===== config.mk =====
export PLATFORM = sky130hd
export DESIGN_NAME = c_string_escape_encoder
export DESIGN_NICKNAME = d
export VERILOG_FILES = /design/src/sv/cse_pkg.sv /design/src/sv/cse_front.sv /design/src/sv/cse_queue.sv /design/src/sv/cse_back.sv /design/src/sv/c_string_escape_encoder.sv
export SDC_FILE = /design/constraint.sdc
export NUM_CORES = 1
export LEC_CHECK = 0
export ABC_CLOCK_PERIOD_IN_PS = 6000
export BUFFER_PORTS_ARGS = -buffer_cell sky130_fd_sc_hd__buf_2
export CAP_MARGIN = 20
export CORE_MARGIN = 3
export CORE_UTILIZATION = 65
export CTS_CLUSTER_SIZE = 25
export DETAILED_ROUTE_END_ITERATION = 16
export GPL_TIMING_DRIVEN = 0
export PLACE_DENSITY = 0.84
export SLEW_MARGIN = 5
export SYNTH_ARGS = -nofsm -noshare
export SYNTH_HDL_FRONTEND = slang
export SYNTH_SLANG_ARGS = --single-unit

===== constraint.sdc =====
create_clock -name clk_i -period 6 [get_ports clk_i]
set_input_delay 0.6 -clock clk_i [delete_from_list [all_inputs] [get_ports clk_i]]
set_output_delay 0.6 -clock clk_i [all_outputs]
set_load 0.05 [all_outputs]

===== src/sv/cse_pkg.sv =====
// ----------------------------------------------------------------------------
// cse_pkg
// Shared types, character codes and helpers of the C string escape encoder.
// ----------------------------------------------------------------------------
package cse_pkg;

  localparam int unsigned MaxChars          = 5;
  localparam int unsigned CountW            = 3;
  localparam int unsigned QueueDepthDefault = 4;

  localparam logic KindData = 1'b0;
  localparam logic KindEnd  = 1'b1;

  localparam logic [7:0] ChQuote    = 8'h22;
  localparam logic [7:0] ChBslash   = 8'h5c;
  localparam logic [7:0] ChX        = 8'h78;
  localparam logic [7:0] ChNone     = 8'h00;
  localparam logic [7:0] PrintLow   = 8'h20;
  localparam logic [7:0] PrintHigh  = 8'h7e;
  localparam logic [7:0] DigitBase  = 8'h30;
  localparam logic [7:0] LetterBase = 8'h57;

  typedef struct packed {
    logic       kind;
    logic [7:0] data_byte;
  } in_beat_t;

  typedef struct packed {
    logic [7:0] out_char;
    logic       last;
  } out_beat_t;

  typedef struct packed {
    logic [MaxChars-1:0][7:0] chars;
    logic [CountW-1:0]        count;
  } job_t;

  typedef struct packed {
    logic full;
    logic empty;
  } queue_status_t;

  function automatic logic [7:0] esc_letter(input logic [7:0] b);
    logic [7:0] r;
    unique case (b)
      8'h5c:   r = 8'h5c;
      8'h07:   r = 8'h61;
      8'h08:   r = 8'h62;
      8'h0c:   r = 8'h66;
      8'h0a:   r = 8'h6e;
      8'h0d:   r = 8'h72;
      8'h09:   r = 8'h74;
      8'h0b:   r = 8'h76;
      default: r = ChNone;
    endcase
    return r;
  endfunction

  function automatic logic [7:0] hex_char(input logic [3:0] n);
    logic [7:0] r;
    if (n < 4'd10) begin
      r = DigitBase + {4'h0, n};
    end else begin
      r = LetterBase + {4'h0, n};
    end
    return r;
  endfunction

endpackage


===== src/sv/cse_front.sv =====
// ----------------------------------------------------------------------------
// cse_front
// Accepts input beats, holds the mode register and string state, and turns
// each beat into a job of up to five characters for the queue.
// ----------------------------------------------------------------------------
module cse_front (
  input  logic                   clk_i,
  input  logic                   rst_ni,
  input  logic                   cfg_valid_i,
  output logic                   cfg_ready_o,
  input  logic                   cfg_data_i,
  input  logic                   in_valid_i,
  output logic                   in_stall_o,
  input  cse_pkg::in_beat_t      in_beat_i,
  input  cse_pkg::queue_status_t q_status_i,
  output logic                   push_o,
  output cse_pkg::job_t          job_o
);

  logic quoted_q, quoted_d;
  logic open_q, open_d;
  logic accept;
  logic prefix;
  logic [7:0] letter;
  logic [3:0][7:0] body;
  logic [cse_pkg::CountW-1:0] blen;

  assign cfg_ready_o = 1'b1;
  assign in_stall_o  = q_status_i.full;
  assign accept      = in_valid_i & ~in_stall_o;
  assign letter      = cse_pkg::esc_letter(in_beat_i.data_byte);
  assign prefix      = quoted_q & ~open_q;

  always_comb begin
    body = '0;
    blen = '0;
    if (quoted_q && in_beat_i.data_byte == cse_pkg::ChQuote) begin
      body[0] = cse_pkg::ChBslash;
      body[1] = cse_pkg::ChQuote;
      blen    = cse_pkg::CountW'(2);
    end else if (letter != cse_pkg::ChNone) begin
      body[0] = cse_pkg::ChBslash;
      body[1] = letter;
      blen    = cse_pkg::CountW'(2);
    end else if (in_beat_i.data_byte >= cse_pkg::PrintLow &&
                 in_beat_i.data_byte <= cse_pkg::PrintHigh) begin
      body[0] = in_beat_i.data_byte;
      blen    = cse_pkg::CountW'(1);
    end else begin
      body[0] = cse_pkg::ChBslash;
      body[1] = cse_pkg::ChX;
      body[2] = cse_pkg::hex_char(in_beat_i.data_byte[7:4]);
      body[3] = cse_pkg::hex_char(in_beat_i.data_byte[3:0]);
      blen    = cse_pkg::CountW'(4);
    end
  end

  always_comb begin
    job_o  = '0;
    open_d = open_q;
    if (in_beat_i.kind == cse_pkg::KindData) begin
      if (prefix) begin
        job_o.chars = {body, cse_pkg::ChQuote};
        job_o.count = blen + cse_pkg::CountW'(1);
      end else begin
        job_o.chars = {cse_pkg::ChNone, body};
        job_o.count = blen;
      end
      if (accept && quoted_q) begin
        open_d = 1'b1;
      end
    end else begin
      if (quoted_q) begin
        job_o.chars[0] = cse_pkg::ChQuote;
        job_o.chars[1] = cse_pkg::ChQuote;
        job_o.count    = open_q ? cse_pkg::CountW'(1) : cse_pkg::CountW'(2);
      end
      if (accept) begin
        open_d = 1'b0;
      end
    end
  end

  assign push_o   = accept & (job_o.count != '0);
  assign quoted_d = (cfg_valid_i & cfg_ready_o) ? cfg_data_i : quoted_q;

  always_ff @(posedge clk_i or negedge rst_ni) begin
    if (!rst_ni) begin
      quoted_q <= 1'b1;
      open_q   <= 1'b0;
    end else begin
      quoted_q <= quoted_d;
      open_q   <= open_d;
    end
  end

endmodule


===== src/sv/cse_queue.sv =====
// ----------------------------------------------------------------------------
// cse_queue
// Front-to-back job queue; one push unless full, one pop unless empty per cycle.
// ----------------------------------------------------------------------------
module cse_queue #(
  parameter int unsigned Depth = cse_pkg::QueueDepthDefault
) (
  input  logic                   clk_i,
  input  logic                   rst_ni,
  input  logic                   push_i,
  input  cse_pkg::job_t          job_i,
  input  logic                   pop_i,
  output cse_pkg::job_t          head_o,
  output cse_pkg::queue_status_t status_o
);

  localparam int unsigned PtrW = (Depth > 1) ? $clog2(Depth) : 1;
  localparam int unsigned CntW = $clog2(Depth + 1);

  cse_pkg::job_t mem_q [Depth];
  logic [PtrW-1:0] wr_q, wr_d, rd_q, rd_d;
  logic [CntW-1:0] cnt_q, cnt_d;
  logic do_push, do_pop;

  assign status_o.full  = (cnt_q == CntW'(Depth));
  assign status_o.empty = (cnt_q == '0);
  assign do_push        = push_i & ~status_o.full;
  assign do_pop         = pop_i & ~status_o.empty;
  assign head_o         = mem_q[rd_q];

  always_comb begin
    wr_d  = wr_q;
    rd_d  = rd_q;
    cnt_d = cnt_q;
    if (do_push) begin
      wr_d = (wr_q == PtrW'(Depth - 1)) ? '0 : wr_q + PtrW'(1);
    end
    if (do_pop) begin
      rd_d = (rd_q == PtrW'(Depth - 1)) ? '0 : rd_q + PtrW'(1);
    end
    if (do_push && !do_pop) begin
      cnt_d = cnt_q + CntW'(1);
    end else if (do_pop && !do_push) begin
      cnt_d = cnt_q - CntW'(1);
    end
  end

  always_ff @(posedge clk_i) begin
    if (do_push) begin
      mem_q[wr_q] <= job_i;
    end
  end

  always_ff @(posedge clk_i or negedge rst_ni) begin
    if (!rst_ni) begin
      wr_q  <= '0;
      rd_q  <= '0;
      cnt_q <= '0;
    end else begin
      wr_q  <= wr_d;
      rd_q  <= rd_d;
      cnt_q <= cnt_d;
    end
  end

endmodule


===== src/sv/cse_back.sv =====
// ----------------------------------------------------------------------------
// cse_back
// Walks head job chars into the output register, one per cycle unless stalled.
// ----------------------------------------------------------------------------
module cse_back (
  input  logic                   clk_i,
  input  logic                   rst_ni,
  input  cse_pkg::job_t          head_i,
  input  cse_pkg::queue_status_t q_status_i,
  output logic                   pop_o,
  output logic                   out_valid_o,
  input  logic                   out_stall_i,
  output cse_pkg::out_beat_t     out_beat_o
);

  logic [cse_pkg::CountW-1:0] idx_q, idx_d;
  logic valid_q, valid_d;
  cse_pkg::out_beat_t beat_q, beat_d;
  logic load, take, is_last;

  assign load    = ~valid_q | ~out_stall_i;
  assign take    = load & ~q_status_i.empty;
  assign is_last = (idx_q == head_i.count - cse_pkg::CountW'(1));
  assign pop_o   = take & is_last;

  always_comb begin
    idx_d   = idx_q;
    valid_d = valid_q;
    beat_d  = beat_q;
    if (load) begin
      valid_d = take;
    end
    if (take) begin
      beat_d.out_char = head_i.chars[idx_q];
      beat_d.last     = is_last;
      idx_d           = is_last ? '0 : idx_q + cse_pkg::CountW'(1);
    end
  end

  always_ff @(posedge clk_i) begin
    beat_q <= beat_d;
  end

  always_ff @(posedge clk_i or negedge rst_ni) begin
    if (!rst_ni) begin
      idx_q   <= '0;
      valid_q <= 1'b0;
    end else begin
      idx_q   <= idx_d;
      valid_q <= valid_d;
    end
  end

  assign out_valid_o = valid_q;
  assign out_beat_o  = beat_q;

endmodule


===== src/sv/c_string_escape_encoder.sv =====
// ----------------------------------------------------------------------------
// c_string_escape_encoder
// Streams raw bytes in and C-style escaped text out, one character per beat.
// ----------------------------------------------------------------------------
// Input channel: in_valid_i / in_stall_o with in_beat_i (kind, data_byte);
// a beat is taken when valid is high and stall is low. Kind marks a data
// byte or the end of a string.
// Output channel: out_valid_o / out_stall_i with out_beat_o (out_char, last);
// last flags the final character of one input beat.
// Config channel: cfg_valid_i / cfg_ready_o carries quoted_mode; ready is
// always high. Write it only while the block is idle.
// The first character of a beat is offered after it has passed through the
// job queue and the output register. Throughput: one character per cycle
// while out_stall_i is low; a beat expands to one to five characters, and an
// end marker in plain mode to none. The job queue (QueueDepth entries) lets
// input run ahead.
// Reset: quoted_mode is 1, no string is open, queue and output are empty.
// A stalled output holds its character; once the queue fills, in_stall_o
// rises until the back end frees an entry.
// ----------------------------------------------------------------------------
module c_string_escape_encoder #(
  parameter int unsigned QueueDepth = cse_pkg::QueueDepthDefault
) (
  input  logic               clk_i,
  input  logic               rst_ni,
  input  logic               cfg_valid_i,
  output logic               cfg_ready_o,
  input  logic               cfg_data_i,
  input  logic               in_valid_i,
  output logic               in_stall_o,
  input  cse_pkg::in_beat_t  in_beat_i,
  output logic               out_valid_o,
  input  logic               out_stall_i,
  output cse_pkg::out_beat_t out_beat_o
);

  cse_pkg::job_t          job, head;
  cse_pkg::queue_status_t q_status;
  logic                   push, pop;

  cse_front u_front (
    .clk_i      (clk_i),
    .rst_ni     (rst_ni),
    .cfg_valid_i(cfg_valid_i),
    .cfg_ready_o(cfg_ready_o),
    .cfg_data_i (cfg_data_i),
    .in_valid_i (in_valid_i),
    .in_stall_o (in_stall_o),
    .in_beat_i  (in_beat_i),
    .q_status_i (q_status),
    .push_o     (push),
    .job_o      (job)
  );

  cse_queue #(
    .Depth(QueueDepth)
  ) u_queue (
    .clk_i   (clk_i),
    .rst_ni  (rst_ni),
    .push_i  (push),
    .job_i   (job),
    .pop_i   (pop),
    .head_o  (head),
    .status_o(q_status)
  );

  cse_back u_back (
    .clk_i      (clk_i),
    .rst_ni     (rst_ni),
    .head_i     (head),
    .q_status_i (q_status),
    .pop_o      (pop),
    .out_valid_o(out_valid_o),
    .out_stall_i(out_stall_i),
    .out_beat_o (out_beat_o)
  );

  a_no_push_full: assert property (@(posedge clk_i) disable iff (!rst_ni)
    !(push && q_status.full))
    else $error("job pushed into full queue");

  a_no_pop_empty: assert property (@(posedge clk_i) disable iff (!rst_ni)
    !(pop && q_status.empty))
    else $error("job popped from empty queue");

  a_data_makes_job: assert property (@(posedge clk_i) disable iff (!rst_ni)
    (in_valid_i && !in_stall_o && in_beat_i.kind == cse_pkg::KindData) |-> push)
    else $error("data beat produced no job");

endmodule


==> metrics.cfg <==
[timing]
tns_ns=0
rsz0062_at_grt=no
worstMarginPinSlew_ns=0.951
max_freq_ghz=0.202
holdWs_ns=0.0674
period_needed_ns=4.95
final.setup_skew_ns=0.00758
relSlewSlack=0.366
setup_viol=0
post-route-period-util=0.825
maxSlewViolCount=0
hold_viol=0

[final_layout]
syn_to_final_growth_pct=12.7
register_area_mm2=0.00540
fillerInstances=726
multi_input_area_mm2=0.00258
drive_gt1_frac=0.208
fin_util=0.757
nets=608

[yosys]
synth_most_common_cell=edfxtp_1
synth_top_area_share=0.624
syn_area_mm2=0.00814
synth_edf_count=169
ys_async_sr_fraction=0.0714
synth_top_area_cell=edfxtp_1
ys_top_cells_by_count=169 x edfxtp_1, 44 x nor2_1, 40 x mux4_2
postSynthAreaPerCell_um2=15.7
synth.area.top_cells=edfxtp_1 62%, mux4_2 11%, dfrtp_1 3.7%
ys.flop_type=edfxtp_1
seq_area_frac_synth=0.664
synth.distinct_cells=51
ys_seq_elements=182
synthCells=518
ys_warn_count=0

[routing]
drc=0
dr.first_iter.drc_count=720
via_per_inst=6.49
firstDrtPassIters=5
drtAntennaViolNets=0
vias=4902
routed_wl_um=18200
wl_per_cell_um=24.1

[critical_path]
cpPeakStageDelay_ns=0.76
crit_buf_inv=6
path_delay_family=buffers and inverters
worst_path_max_delay_cell=buf_1
path_cells=clkbuf_1, buf_1, buf_2, mux4_2, inv_1, ha_1, xnor2_1, xnor2_1, nor3_1, and2_1, inv_1, ha_1, inv_1, fa_1, mux2_2
critPathRequiredTime_ns=6.32
critPathCaptureType=register
crit_type=reg -> reg
crit_top_cell=inv_1
worstSetupStartpointType=register
critPathMaxFanout=10
cp.arrival_ns=5.27

[clock_network]
clk_pin_slew_ns=0.07
cts.htree.levels=4
ctsHoldBuffers=0
cts_buffer_depth=2
cts_num_sinks=182
cts_tree=done
cts_resized=0
numCtsBuffers=17
clock-root-buffer=clkbuf_16
post-cts-setup-buffer-count=0
worstSkewPairLatency_ns=0.44

[run_status]
status=complete, no violations

[global_route]
grt_pass1_vias=4949
grt_max_degree=32
grt_usage=0.277
grt_pass1_wl_um=28500
grt_overflow=0
grt_antenna_before_repair=0

[floorplanning]
io_pins=27
die_h_um=118
dieArea_mm2=0.0139
num_rows=40
die_x_um=118
coreArea_mm2=0.0121
start_util=0.672

[hold_path]
timing.hold.worst.class=in -> async

[power_and_ir_drop]
p_seq_frac=0.408
leakage_nw=3.24
sw_frac_of_total=0.337
p_comb_frac=0.338
internal-power_mw=2.85
p_sw_mw=1.45
p_per_area_mw_per_mm2=469
irDropWorstVdd_v=0.000200
p_clk_frac=0.254

[place]
hpwlAfterDp_um=12000
port_buffers=24
routabilityCongestion=0.916

[run]
cap_violations=0

-- path summary, 6_finish.rpt --
| check | slack [ns] | cells past startpoint | start | to |
|---|---|---|---|---|
| max in group asynchronous | 5.63 | 1 | rst_ni | u_front.quoted_q$_DFFE_PN1P_ |
| worst max-delay path | 1.05 | 15 | u_queue.rd_q[0]$_DFFE_PN0P_ | u_queue.cnt_q[1]$_DFFE_PN0P_ |
| worst min-delay path | 0.07 | 1 | rst_ni | u_queue.rd_q[0]$_DFFE_PN0P_ |
| worst min register to register | 0.51 | 1 | u_queue.cnt_q[2]$_DFFE_PN0P_ | u_queue.cnt_q[2]$_DFFE_PN0P_ |
| worst max register to register | 1.05 | 15 | u_queue.rd_q[0]$_DFFE_PN0P_ | u_queue.cnt_q[1]$_DFFE_PN0P_ |
| min in group clk_i | 0.33 | 2 | cfg_valid_i | u_front.quoted_q$_DFFE_PN1P_ |
-- cell families (layout without fill, tap and decap cells) --
family                   count (synthesis)  in the layout  synth area share
AO/OA/AOI/OAI                           75             75            0.0586
XOR/XNOR                                11             11            0.0118
adder cells (fa/ha/maj)                 20             20            0.0317
buffers and inverters                   45            106            0.0231
flip-flops                             182            182             0.664
multiplexers                            61             61             0.137
other                                    2             10          0.000923
AND/OR/NAND/NOR                        122            122            0.0730
-- layout by cell type, fill, tap and decap left out, drive strengths merged, types with 6 or more instances in the layout --
cell type / instances
mux2i: 16
inv: 20
mux4: 40
a21oi: 23
conb: 9
buf: 39
nand2: 29
edfxtp: 169
nor3: 8
and2: 6
clkbuf: 35
xnor2: 8
o22ai: 9
nor2: 44
o21ai: 21
ha: 19
dfrtp: 12
clkinv: 8
a211oi: 7
or3: 12
-- stage by stage --
step	instances	setup slack (ns)	power (mW)	area [um2]
CTS	753	1.01	4.31	9160
floorplan	525	1.90	2.79	8170
global route	754	0.767	4.49	9170
global placement	717	0.517	3.12	8500
detailed placement	721	1.12	3.21	8580
finish	755	1.05	4.30	9170
-- power groups by stage --
| stage | sequential, mW | clock (mW) | combinational (mW) |
|---|---|---|---|
| after global placement | 1.77 | 0 | 1.35 |
| after global routing | 1.78 | 1.15 | 1.56 |
| after detailed placement | 1.78 | 0 | 1.43 |
| after CTS | 1.76 | 1.10 | 1.45 |
| final | 1.76 | 1.09 | 1.46 |
| after floorplan | 1.88 | 0 | 0.917 |
-- state kept, by name, summed over array words and instances, names as in the netlist --
signal / cells
u_back.idx_q: 3
u_back.out_valid_o: 1
u_front.quoted_q: 1
u_queue.cnt_q: 3
u_queue.wr_q: 2
u_queue.rd_q: 2
u_queue.mem_q: 160
u_front.open_q: 1
u_back.out_beat_o: 9
-- cell type report --
class / count / share of cell area
clock buffers: 17 / 0.0464
multi-input cells: 298 / 0.281
flip-flops and latches: 182 / 0.589
plain buffers: 28 / 0.0135
well taps: 168 / 0.0229
clock inverters: 15 / 0.0169
diodes: 1 / 0.000273
repair buffers: 29 / 0.0226
inverters: 17 / 0.00696
-- metal layers --
layer	vias to the layer above	GRT usage	routed length [um]
li1	2105	-	-
met1	2485	0.368	7040
met2	276	0.448	9120
met3	36	0.0702	1580
met4	0	0.107	430
met5	-	0	0
-- worst register-to-register path: stages, from the launching register on --
cell	delay, ns
dfrtp_1	0.38
clkbuf_1	0.37
buf_1	0.76
buf_2	0.47
mux4_2	0.55
inv_1	0.11
ha_1	0.17
xnor2_1	0.08
xnor2_1	0.17
nor3_1	0.44
and2_1	0.31
inv_1	0.07
ha_1	0.22
inv_1	0.07
fa_1	0.40
mux2_2	0.26
(Power assumes the default switching activity.)
